`config.mk`:
```
export PLATFORM = sky130hd
export DESIGN_NAME = chip8_instruction_decoder
export DESIGN_NICKNAME = d
export VERILOG_FILES = /design/src/rtl/c8dec_pkg.sv /design/src/rtl/chip8_instruction_decoder.sv /design/src/rtl/c8dec_decode.sv
export VERILOG_INCLUDE_DIRS = /design/src /design/src/rtl
export SDC_FILE = /design/constraint.sdc
export NUM_CORES = 1
export LEC_CHECK = 0
export BUFFER_PORTS_ARGS = -buffer_cell sky130_fd_sc_hd__buf_2
export CAP_MARGIN = 20
export CORE_UTILIZATION = 56
export CTS_BUF_LIST = sky130_fd_sc_hd__clkbuf_16
export DETAILED_ROUTE_END_ITERATION = 12
export GPL_ROUTABILITY_DRIVEN = 0
export HOLD_SLACK_MARGIN = 0.12
export PLACE_DENSITY_LB_ADDON = 0.15
export SYNTH_ARGS = -nofsm -noshare
export SYNTH_HDL_FRONTEND = slang
export SYNTH_SLANG_ARGS = --single-unit
```
`constraint.sdc`:
```
create_clock -name clk -period 4.5 [get_ports clk]
set_clock_uncertainty 0.1 [all_clocks]
set_input_delay 1.125 -clock clk [delete_from_list [all_inputs] [get_ports clk]]
set_output_delay 1.125 -clock clk [all_outputs]
set_load 0.05 [all_outputs]
```
`src/rtl/chip8_instruction_decoder_macros.svh`:
```
// Assertion macros shared by the CHIP-8 instruction decoder RTL.
// Depends on a clock named clk and a synchronous reset named rst in scope.
`ifndef CHIP8_INSTRUCTION_DECODER_MACROS_SVH
`define CHIP8_INSTRUCTION_DECODER_MACROS_SVH

// Condition that must hold at every clock edge outside reset
`define C8D_ASSERT_ALWAYS(label, cond, msg) \
  label: assert property (@(posedge clk) disable iff (rst) (cond)) else $error(msg);

// Antecedent in one cycle implies consequent in the next
`define C8D_ASSERT_NEXT(label, ante, cons, msg) \
  label: assert property (@(posedge clk) disable iff (rst) (ante) |=> (cons)) else $error(msg);

`endif

```
`src/rtl/c8dec_pkg.sv`:
```
// Package for the CHIP-8 instruction decoder: class codes, widths and the
// decode result structure. No dependencies.
package c8dec_pkg;

  localparam int RegCount   = 16;
  localparam int ClassWidth = 6;

  typedef logic [ClassWidth-1:0] class_t;
  typedef logic [RegCount-1:0]   reg_mask_t;

  // Instruction classes, numbered densely
  localparam class_t CLS_CLS     = 6'd0;
  localparam class_t CLS_RET     = 6'd1;
  localparam class_t CLS_JP      = 6'd2;
  localparam class_t CLS_CALL    = 6'd3;
  localparam class_t CLS_SE_KK   = 6'd4;
  localparam class_t CLS_SNE_KK  = 6'd5;
  localparam class_t CLS_SE_XY   = 6'd6;
  localparam class_t CLS_LD_KK   = 6'd7;
  localparam class_t CLS_ADD_KK  = 6'd8;
  localparam class_t CLS_LD_XY   = 6'd9;
  localparam class_t CLS_OR      = 6'd10;
  localparam class_t CLS_AND     = 6'd11;
  localparam class_t CLS_XOR     = 6'd12;
  localparam class_t CLS_ADD_XY  = 6'd13;
  localparam class_t CLS_SUB     = 6'd14;
  localparam class_t CLS_SHR     = 6'd15;
  localparam class_t CLS_SUBN    = 6'd16;
  localparam class_t CLS_SHL     = 6'd17;
  localparam class_t CLS_SNE_XY  = 6'd18;
  localparam class_t CLS_LD_I    = 6'd19;
  localparam class_t CLS_JP_V0   = 6'd20;
  localparam class_t CLS_RND     = 6'd21;
  localparam class_t CLS_DRW     = 6'd22;
  localparam class_t CLS_SKP     = 6'd23;
  localparam class_t CLS_SKNP    = 6'd24;
  localparam class_t CLS_LD_DT_R = 6'd25;
  localparam class_t CLS_LD_KEY  = 6'd26;
  localparam class_t CLS_LD_DT_W = 6'd27;
  localparam class_t CLS_LD_ST   = 6'd28;
  localparam class_t CLS_ADD_I   = 6'd29;
  localparam class_t CLS_LD_F    = 6'd30;
  localparam class_t CLS_LD_BCD  = 6'd31;
  localparam class_t CLS_STORE   = 6'd32;
  localparam class_t CLS_LOAD    = 6'd33;
  localparam class_t CLS_UNKNOWN = 6'd34;

  // Opcode groups (top nibble)
  localparam logic [3:0] GRP_SYS  = 4'h0;
  localparam logic [3:0] GRP_JP   = 4'h1;
  localparam logic [3:0] GRP_CALL = 4'h2;
  localparam logic [3:0] GRP_SE   = 4'h3;
  localparam logic [3:0] GRP_SNE  = 4'h4;
  localparam logic [3:0] GRP_SEXY = 4'h5;
  localparam logic [3:0] GRP_LD   = 4'h6;
  localparam logic [3:0] GRP_ADD  = 4'h7;
  localparam logic [3:0] GRP_ALU  = 4'h8;
  localparam logic [3:0] GRP_SNXY = 4'h9;
  localparam logic [3:0] GRP_LDI  = 4'hA;
  localparam logic [3:0] GRP_JPV0 = 4'hB;
  localparam logic [3:0] GRP_RND  = 4'hC;
  localparam logic [3:0] GRP_DRW  = 4'hD;
  localparam logic [3:0] GRP_KEY  = 4'hE;
  localparam logic [3:0] GRP_MISC = 4'hF;

  // Fixed opcodes and low-byte selectors
  localparam logic [15:0] OP_CLS   = 16'h00E0;
  localparam logic [15:0] OP_RET   = 16'h00EE;
  localparam logic [7:0]  KK_SKP   = 8'h9E;
  localparam logic [7:0]  KK_SKNP  = 8'hA1;
  localparam logic [7:0]  KK_DT_R  = 8'h07;
  localparam logic [7:0]  KK_KEY   = 8'h0A;
  localparam logic [7:0]  KK_DT_W  = 8'h15;
  localparam logic [7:0]  KK_ST    = 8'h18;
  localparam logic [7:0]  KK_ADD_I = 8'h1E;
  localparam logic [7:0]  KK_F     = 8'h29;
  localparam logic [7:0]  KK_BCD   = 8'h33;
  localparam logic [7:0]  KK_STORE = 8'h55;
  localparam logic [7:0]  KK_LOAD  = 8'h65;
  localparam logic [3:0]  N_SHL    = 4'hE;

  // VF is the carry / collision flag register
  localparam reg_mask_t VF_MASK = reg_mask_t'(1) << (RegCount - 1);

  // Decode result passed from the decode logic to the result register
  typedef struct packed {
    class_t    instr_class;
    reg_mask_t used_regs;
    logic      ends_block;
    logic      writes_memory;
    logic      is_skip;
  } dec_result_t;

endpackage

```
`src/rtl/chip8_instruction_decoder.sv`:
```
// CHIP-8 instruction decoder top level: input register, decode, result register
// and the one-bit skip history. Depends on c8dec_pkg, c8dec_decode and the macros.
//
//   channel  | direction | tdata                          | tuser
//   s_axis   | in        | [15:0] opcode_word             | [0] first_in_block
//   m_axis   | out       | [5:0] instr_class, [21:6] regs | [0] ends_block, [1] writes_memory
//
// One opcode per cycle sustained while m_axis is ready; an opcode passes the input register, then the result register.
// The only feedback is the skip flag, updated as an item leaves the input register.
// rst clears both valid flags and the skip flag; payload registers are not reset.
// A stall on m_axis holds the result and, once the input register is full, s_axis.
`include "chip8_instruction_decoder_macros.svh"

module chip8_instruction_decoder
  import c8dec_pkg::*;
(
  input  logic        clk,
  input  logic        rst,
  input  logic        s_axis_tvalid,
  output logic        s_axis_tready,
  input  logic [15:0] s_axis_tdata,  // [15:0] opcode_word
  input  logic        s_axis_tuser,  // [0] first_in_block
  output logic        m_axis_tvalid,
  input  logic        m_axis_tready,
  output logic [23:0] m_axis_tdata,  // [5:0] instr_class, [21:6] used_regs, [23:22] zero
  output logic [1:0]  m_axis_tuser   // [0] ends_block, [1] writes_memory
);

  logic        in_valid;
  logic [15:0] in_opcode;
  logic        in_first;
  logic        out_valid;
  dec_result_t out_result;
  logic        prev_was_skip;
  logic        advance;
  dec_result_t dec;
  logic        in_moves;
  logic        unknown_loud;

  // Pipeline control: the input stage moves on when the result register frees up
  assign advance       = !out_valid || m_axis_tready;
  assign s_axis_tready = !in_valid || advance;

  c8dec_decode u_decode (
    .opcode_word    (in_opcode),
    .first_in_block (in_first),
    .prev_was_skip  (prev_was_skip),
    .result         (dec)
  );

  // Valid flags and skip history
  always_ff @(posedge clk) begin
    if (rst) begin
      in_valid      <= 1'b0;
      out_valid     <= 1'b0;
      prev_was_skip <= 1'b0;
    end else begin
      if (s_axis_tready) in_valid <= s_axis_tvalid;
      if (advance)       out_valid <= in_valid;
      if (in_valid && advance) prev_was_skip <= dec.is_skip;
    end
  end

  // Payload registers
  always_ff @(posedge clk) begin
    if (s_axis_tvalid && s_axis_tready) begin
      in_opcode <= s_axis_tdata;
      in_first  <= s_axis_tuser;
    end
    if (in_valid && advance) out_result <= dec;
  end

  assign m_axis_tvalid = out_valid;
  assign m_axis_tdata  = {2'b00, out_result.used_regs, out_result.instr_class};
  assign m_axis_tuser  = {out_result.writes_memory, out_result.ends_block};

  // Terms for the checks below
  assign in_moves     = in_valid && advance;
  assign unknown_loud = out_valid && (out_result.instr_class == CLS_UNKNOWN) &&
                        (m_axis_tdata[21:6] != '0 || m_axis_tuser != 2'b00);

  // Checks on the decode and skip tracking
  `C8D_ASSERT_ALWAYS(a_class_range, !out_valid || m_axis_tdata[5:0] <= CLS_UNKNOWN, "bad class")
  `C8D_ASSERT_ALWAYS(a_unknown_quiet, !unknown_loud, "unknown opcode carries regs or flags")
  `C8D_ASSERT_ALWAYS(a_flags_exclusive, !out_valid || m_axis_tuser != 2'b11, "both flags set")
  `C8D_ASSERT_NEXT(a_skip_tracked, in_moves, prev_was_skip == $past(dec.is_skip), "skip lost")
  `C8D_ASSERT_NEXT(a_skip_hold, !in_moves, $stable(prev_was_skip), "skip changed while idle")

endmodule

```
`src/rtl/c8dec_decode.sv`:
```
// Combinational decode of one CHIP-8 opcode into class, register mask and flags.
// Depends on c8dec_pkg.
module c8dec_decode
  import c8dec_pkg::*;
(
  input  logic [15:0] opcode_word,
  input  logic        first_in_block,
  input  logic        prev_was_skip,
  output dec_result_t result
);

  logic [3:0] grp;
  logic [3:0] x;
  logic [3:0] y;
  logic [3:0] n;
  logic [7:0] kk;
  class_t     cls;
  reg_mask_t  bx;
  reg_mask_t  bxy;
  reg_mask_t  range_mask;
  reg_mask_t  regs;
  logic       is_jump;
  logic       after_skip;

  assign grp = opcode_word[15:12];
  assign x   = opcode_word[11:8];
  assign y   = opcode_word[7:4];
  assign n   = opcode_word[3:0];
  assign kk  = opcode_word[7:0];

  // Class from group nibble and sub-selectors
  always_comb begin
    cls = CLS_UNKNOWN;
    unique case (grp)
      GRP_SYS: begin
        if (opcode_word == OP_CLS)      cls = CLS_CLS;
        else if (opcode_word == OP_RET) cls = CLS_RET;
        else                            cls = CLS_UNKNOWN;
      end
      GRP_JP:   cls = CLS_JP;
      GRP_CALL: cls = CLS_CALL;
      GRP_SE:   cls = CLS_SE_KK;
      GRP_SNE:  cls = CLS_SNE_KK;
      GRP_SEXY: cls = CLS_SE_XY;
      GRP_LD:   cls = CLS_LD_KK;
      GRP_ADD:  cls = CLS_ADD_KK;
      GRP_ALU: begin
        if (!n[3])          cls = CLS_LD_XY + class_t'(n[2:0]);
        else if (n == N_SHL) cls = CLS_SHL;
        else                 cls = CLS_UNKNOWN;
      end
      GRP_SNXY: cls = CLS_SNE_XY;
      GRP_LDI:  cls = CLS_LD_I;
      GRP_JPV0: cls = CLS_JP_V0;
      GRP_RND:  cls = CLS_RND;
      GRP_DRW:  cls = CLS_DRW;
      GRP_KEY: begin
        if (kk == KK_SKP)       cls = CLS_SKP;
        else if (kk == KK_SKNP) cls = CLS_SKNP;
        else                    cls = CLS_UNKNOWN;
      end
      GRP_MISC: begin
        unique case (kk)
          KK_DT_R:  cls = CLS_LD_DT_R;
          KK_KEY:   cls = CLS_LD_KEY;
          KK_DT_W:  cls = CLS_LD_DT_W;
          KK_ST:    cls = CLS_LD_ST;
          KK_ADD_I: cls = CLS_ADD_I;
          KK_F:     cls = CLS_LD_F;
          KK_BCD:   cls = CLS_LD_BCD;
          KK_STORE: cls = CLS_STORE;
          KK_LOAD:  cls = CLS_LOAD;
          default:  cls = CLS_UNKNOWN;
        endcase
      end
      default: cls = CLS_UNKNOWN;
    endcase
  end

  // Register masks: Vx, Vx|Vy, and V0..Vx for block store/load
  assign bx         = reg_mask_t'(1) << x;
  assign bxy        = bx | (reg_mask_t'(1) << y);
  assign range_mask = ~({{(RegCount-1){1'b1}}, 1'b0} << x);

  always_comb begin
    regs = bx;
    unique case (cls)
      CLS_CLS, CLS_RET, CLS_JP, CLS_CALL, CLS_LD_I, CLS_UNKNOWN:
        regs = '0;
      CLS_SE_XY, CLS_SNE_XY, CLS_LD_XY, CLS_OR, CLS_AND, CLS_XOR:
        regs = bxy;
      CLS_ADD_XY, CLS_SUB, CLS_SHR, CLS_SUBN, CLS_SHL, CLS_DRW:
        regs = bxy | VF_MASK;
      CLS_JP_V0:
        regs = reg_mask_t'(1);
      CLS_STORE, CLS_LOAD:
        regs = range_mask;
      default:
        regs = bx;
    endcase
  end

  // Control-flow flags; the skip memory is ignored at the start of a block
  assign is_jump    = (cls == CLS_RET) || (cls == CLS_JP) || (cls == CLS_CALL) ||
                      (cls == CLS_JP_V0);
  assign after_skip = !first_in_block && prev_was_skip;

  assign result.instr_class   = cls;
  assign result.used_regs     = regs;
  assign result.ends_block    = is_jump && !after_skip;
  assign result.writes_memory = (cls == CLS_LD_BCD) || (cls == CLS_STORE);
  assign result.is_skip       = (cls == CLS_SE_KK) || (cls == CLS_SNE_KK) ||
                                (cls == CLS_SE_XY) || (cls == CLS_SNE_XY) ||
                                (cls == CLS_SKP)   || (cls == CLS_SKNP);

endmodule

```
Word-level counts from Yosys, hierarchy flattened
Index checks and enable logic that the tools add are counted.
{"block": "op_classes", "n_div": 0, "shift": 3, "magnitude_cmp": 0, "n_addsub": 1, "n_eq_ne": 54, "bitwise": 2, "n_mul": 0, "n_mux": 9, "reduce_logical": 25}
{"operator": "$pmux W6 S16", "count": 1}
{"operator": "$pmux W16 S5", "count": 1}
{"operator": "$eq A6 B5 Y1 const B", "count": 9}
{"operator": "$pmux W6 S9", "count": 1}
{"operator": "$eq A6 B4 Y1 const B", "count": 7}
{"operator": "$eq A4 B4 Y1 const B", "count": 9}
{"operator": "$mux W6", "count": 6}
{"operator": "$eq A16 B8 Y1 const B", "count": 2}
{"operator": "$shl A1 B4 Y16 const A", "count": 2}
{"operator": "$eq A8 B5 Y1 const B", "count": 3}
{"operator": "$eq A6 B3 Y1 const B", "count": 3}
{"operator": "$eq A6 B6 Y1 const B", "count": 3}
{"operator": "$reduce_or A6 Y1", "count": 3}
{"operator": "$eq A4 B3 Y1 const B", "count": 4}
{"operator": "$eq A8 B6 Y1 const B", "count": 2}
{"operator": "$eq A8 B7 Y1 const B", "count": 2}
{"operator": "$eq A8 B8 Y1 const B", "count": 2}
{"operator": "$not A16 Y16", "count": 1}
{"operator": "$or A16 B16 Y16", "count": 1}
{"operator": "$shl A16 B4 Y16 const A", "count": 1}
{"operator": "$eq A6 B2 Y1 const B", "count": 2}
{"operator": "$logic_or A1 B1 Y1", "count": 11}
{"operator": "$eq A4 B2 Y1 const B", "count": 2}
{"operator": "$eq A8 B3 Y1 const B", "count": 1}
{"operator": "9 further kinds", "count": 15}
{"block": "word_totals", "latch_bits": 0, "inputBits": 21, "wordCells": 103, "mem_bits_ro": 0, "reg_bits": 44, "n_memories": 0, "ram_bits": 0}

Depth between registers and ports, before layout
{"block": "depth", "ltp_word": 10, "ltp_mapped": 13}

Modules after synthesis
Synthesis repeated with hierarchy kept, for this count alone.
{"block": "hier_totals", "cells_unflattened": 279, "hier_area_um2": 2844.0}
{"mod": "c8dec_decode", "cells_per_inst": 221, "n_inst": 1, "area_per_inst_um2": 1460.2, "seq_area_each_um2": 0.0}
{"mod": "chip8_instruction_decoder", "cells_per_inst": 58, "n_inst": 1, "area_per_inst_um2": 1383.8, "seq_area_each_um2": 1291.2}

Least setup slack after synthesis
OpenSTA, ideal clock, no wires.
{"block": "synth_timing", "kind": "flip-flop to flip-flop", "startpoint": "register in_opcode[0]", "endpoint": "register out_result, in the netlist m_axis_tdata[10], data pin", "path_stages_with_launch": 12, "n_path_buf": 1, "arrival_ns": 2.745, "setup_slack_ns": 1.388, "synth_period_minus_slack_ns": 3.112, "setup_ns": 0.267, "cell_sequence": "edfxtp_1 ha_1 and3_1 o211ai_1 a31oi_1 nor4_2 inv_2 nor4_4 o21ai_1 buf_2 a41oi_1 o32ai_1"}
{"element": "from (decl)", "line": "chip8_instruction_decoder.sv:30", "text": "logic [15:0] in_opcode;"}
{"element": "from (signal assigned)", "line": "chip8_instruction_decoder.sv:67", "text": "in_opcode <= s_axis_tdata;"}
{"element": "to (signal assigned)", "line": "chip8_instruction_decoder.sv:70", "text": "if (in_valid && advance) out_result <= dec;"}
{"element": "to (decl)", "line": "chip8_instruction_decoder.sv:33", "text": "dec_result_t out_result;"}

==> results.txt <==
Post-CTS timing repair inserted 0 buffers for setup. The count of flip-flops with a built-in enable after synthesis came out at 41. The min-delay analysis places its worst path in the category reg -> reg. The area added between synthesis and finish is 14.5%. The register bit count reported by yosys is 44. At the end of the flow, the number of nets in the layout was 339. The number of distinct library cell variants in the gate-level netlist after synthesis is 66. TritonCTS built the clock tree. The maximum clock frequency is 272 MHz. The routed length per instance is 15.5 µm. The tool flagged a number of max-cap violations equal to 0. IR analysis of the VDD net gives a maximum drop of 228 µV. After clock tree synthesis, the clock-pin slew on the worst setup and hold paths is 0.06 ns. The starting density of the core came out at 58.5%. The detailed placement HPWL came out at 4170 µm.

The per-instance average area after synthesis came out at 10.0 µm². The count of instances resized after the clock tree is built came out at 0. In this run the worst path has a maximum fanout of 13. The largest stage delay on the critical path is 0.73 ns. The die covers 0.00525 mm². The post-layout minimum cycle time is 3.68 ns. Traced cell by cell, the critical path runs through inv_1, ha_1, and3_1, a211oi_1, o221ai_1, a21oi_2, nor4_4, o21ai_1, nand2_1, o32ai_1. Entering global routing, the biggest net connects 27 pins.

The number of instances in the synthesized netlist came out at 277. The initialized floorplan defines 25 standard-cell rows. The share of layout cells above drive strength 1 is 24.5%. The area of the core came out at 0.00475 mm². The number of nets with antenna violations after routing came out at 0. The startpoint type of the worst setup path is a register.

The setup TNS after final layout is 0 ns. The run finished with clean final reports. The leakage dissipation is 1.15 nW.

The slowest stage of the critical path is the o21ai_1 cell. For this run, the total global-route usage over all layers was measured as 23.6%. The first global-routing pass estimated 9510 µm of wire. The total number of vias is 2421. The number of global-route vias before repair came to 2095.

The async set or reset register ratio after synthesis came out at 0%. The sequential element share of the synthesized area is 46.4%. The DRC violations left came out at 0. Data arrives at the worst endpoint at 3.68 ns. The final worst-path cycle share is 81.8%.

STA classifies the critical path endpoint as a register. The pin slew with the least headroom to its limit came out at 0.892 ns. The count of boundary I/O pins is 49. Buffers inserted during clock tree synthesis total 5. The height of the chip came out at 72.5 µm. In this run, the number of DRC markers left after iteration 0 of detailed routing was 235. CTS saw 44 sinks.

The initial antenna violation count came out at 0. The number of endpoints with negative hold slack in the final report was 0. At the worst endpoint, the required time is 4.50 ns. The critical path in this run is classified as reg -> reg.

The power per standard cell area is 348 mW/mm². The die outline width is 72.5 µm. The mapped netlist covers 0.00278 mm². Setup repair after global routing left no endpoint under its margin. The H-tree level count came out at 2. In this run the tightest slew margin relative to its limit is 40.1%.

The library cell used as clock root buffer is clkbuf_16. Buffers inserted to repair hold after CTS numbered 0. The number of max-slew violations in the final report is 0. The final setup violation count is 0. The count of buffers inserted at the top-level ports is 46.

The aggregate global routing overflow came out at 0. The number of warnings printed during yosys synthesis is 0. The prevailing post-synth register cell is edfxtp_1. For this block, the routed nets add up to 5910 µm of wire. The top cell types in the final layout, fill and taps aside, are 46 x buf_2, 41 x edfxtp_1, 21 x nand2_1. The maximum buffer depth of the clock tree came out at 2. The final cell utilization of the core is 67.0%.

The commonest non-fill, non-tap cell in the layout is buf_2. The insertion delay to the later sink of the worst-skew pair came out at 0.28 ns. The number of iterations in the first detailed-routing pass came out at 5. The count of antenna diodes in the layout is 0.

In the routed layout, each cell is associated on average with a via count of 6.35.
==> routing by layer <==
| metal | wire (µm) | up-vias | global-route usage [%] |
|---|---|---|---|
| li1 | - | 1151 | - |
| met3 | 304 | 22 | 5.14 |
| met2 | 2680 | 111 | 36.1 |
| met1 | 2750 | 1137 | 31.8 |
| met4 | 173 | 0 | 11.8 |
| met5 | 0 | - | 0 |
==> layout make-up <==
cell class | instances | area, µm²
inverter | 10 | 37.5
sequential | 44 | 1290
fill | 386 | 1570
multi-input combinational | 202 | 1340
clock inverter | 3 | 37.5
tap | 67 | 83.8
timing repair buffer | 50 | 268
clock buffer | 5 | 125
==> path summary, 6_finish.rpt <==
path | from | to | slack (ns) | depth (start not counted)
hold / removal | prev_was_skip | prev_was_skip | 0.40 | 2
hold reg to reg | prev_was_skip | prev_was_skip | 0.40 | 2
setup / recovery | in_opcode[0] | m_axis_tdata[21] | 0.82 | 10
setup reg to reg | in_opcode[0] | m_axis_tdata[21] | 0.82 | 10
==> logic make-up after synthesis <==
group,Yosys count,share of synthesized area (%)
simple gates,116,23.8
mux,3,1.17
compound gates,75,20.2
fa+ha+maj,5,2.25
flops,44,46.4
other cells,1,0.135
xor+xnor,1,0.315
buf+inv,32,5.80
==> critical path: cells and delay by family, from the launching register on <==
kind / cells / cell delay [ns]
AO/OA/AOI/OAI: 5 / 2.03
adder cells (fa/ha/maj): 1 / 0.26
buffers and inverters: 1 / 0.09
flip-flops: 1 / 0.42
AND/OR/NAND/NOR: 3 / 0.60
==> per-stage QoR <==
stage	total power [mW]	std cells	cell area, µm²	setup slack, ns	hold slack, ns
5_1_grt	1.15	381	3180	0.466	0.433
6_report	1.11	381	3180	0.820	0.397
4_1_cts	1.11	379	3160	0.699	0.394
2_1_floorplan	0.676	278	2790	1.39	0.367
3_5_place_dp	0.714	371	3000	0.764	0.386
3_3_place_gp	0.711	371	3000	0.838	0.383
==> synth_stat cells, types with 2 or more instances <==
library cell | instances | area (µm²)
edfxtp_1 | 41 | 1230
nand2_1 | 21 | 78.8
nor2_1 | 20 | 75.1
nand3_1 | 13 | 65.1
a31oi_1 | 11 | 68.8
nor2b_1 | 10 | 62.6
inv_1 | 9 | 33.8
nand4_1 | 9 | 56.3
o22ai_1 | 9 | 56.3
buf_2 | 8 | 40.0
clkbuf_1 | 8 | 30.0
a41oi_1 | 7 | 61.3
nor3_1 | 7 | 35.0
o21ai_0 | 7 | 35.0
a21oi_1 | 6 | 30.0
and3_1 | 6 | 37.5
o32ai_1 | 6 | 52.6
ha_1 | 5 | 62.6
and2_1 | 4 | 25.0
nand2b_1 | 4 | 25.0
o211ai_1 | 4 | 30.0
buf_6 | 3 | 33.8
dfxtp_1 | 3 | 60.1
nand3b_1 | 3 | 22.5
o21ai_1 | 3 | 15.0
or4_1 | 3 | 22.5
a211oi_1 | 2 | 15.0
a311oi_1 | 2 | 17.5
buf_4 | 2 | 15.0
mux2_2 | 2 | 22.5
nor3b_1 | 2 | 15.0
o31a_1 | 2 | 17.5
or2_2 | 2 | 12.5
==> power breakdown <==
group / leakage [nW] / internal, mW / switching [mW]
registers: 0.414 / 0.477 / 0.0232
logic: 0.659 / 0.0666 / 0.145
clock network: 0.0789 / 0.258 / 0.137
==> state kept, by name, summed over array words and instances (netlist names) <==
name and count:
in_first 1, m_axis_tdata 22, in_valid 1, in_opcode 16, m_axis_tuser 2, prev_was_skip 1
m_axis_tvalid 1
Power figures use the tool's default switching activity.
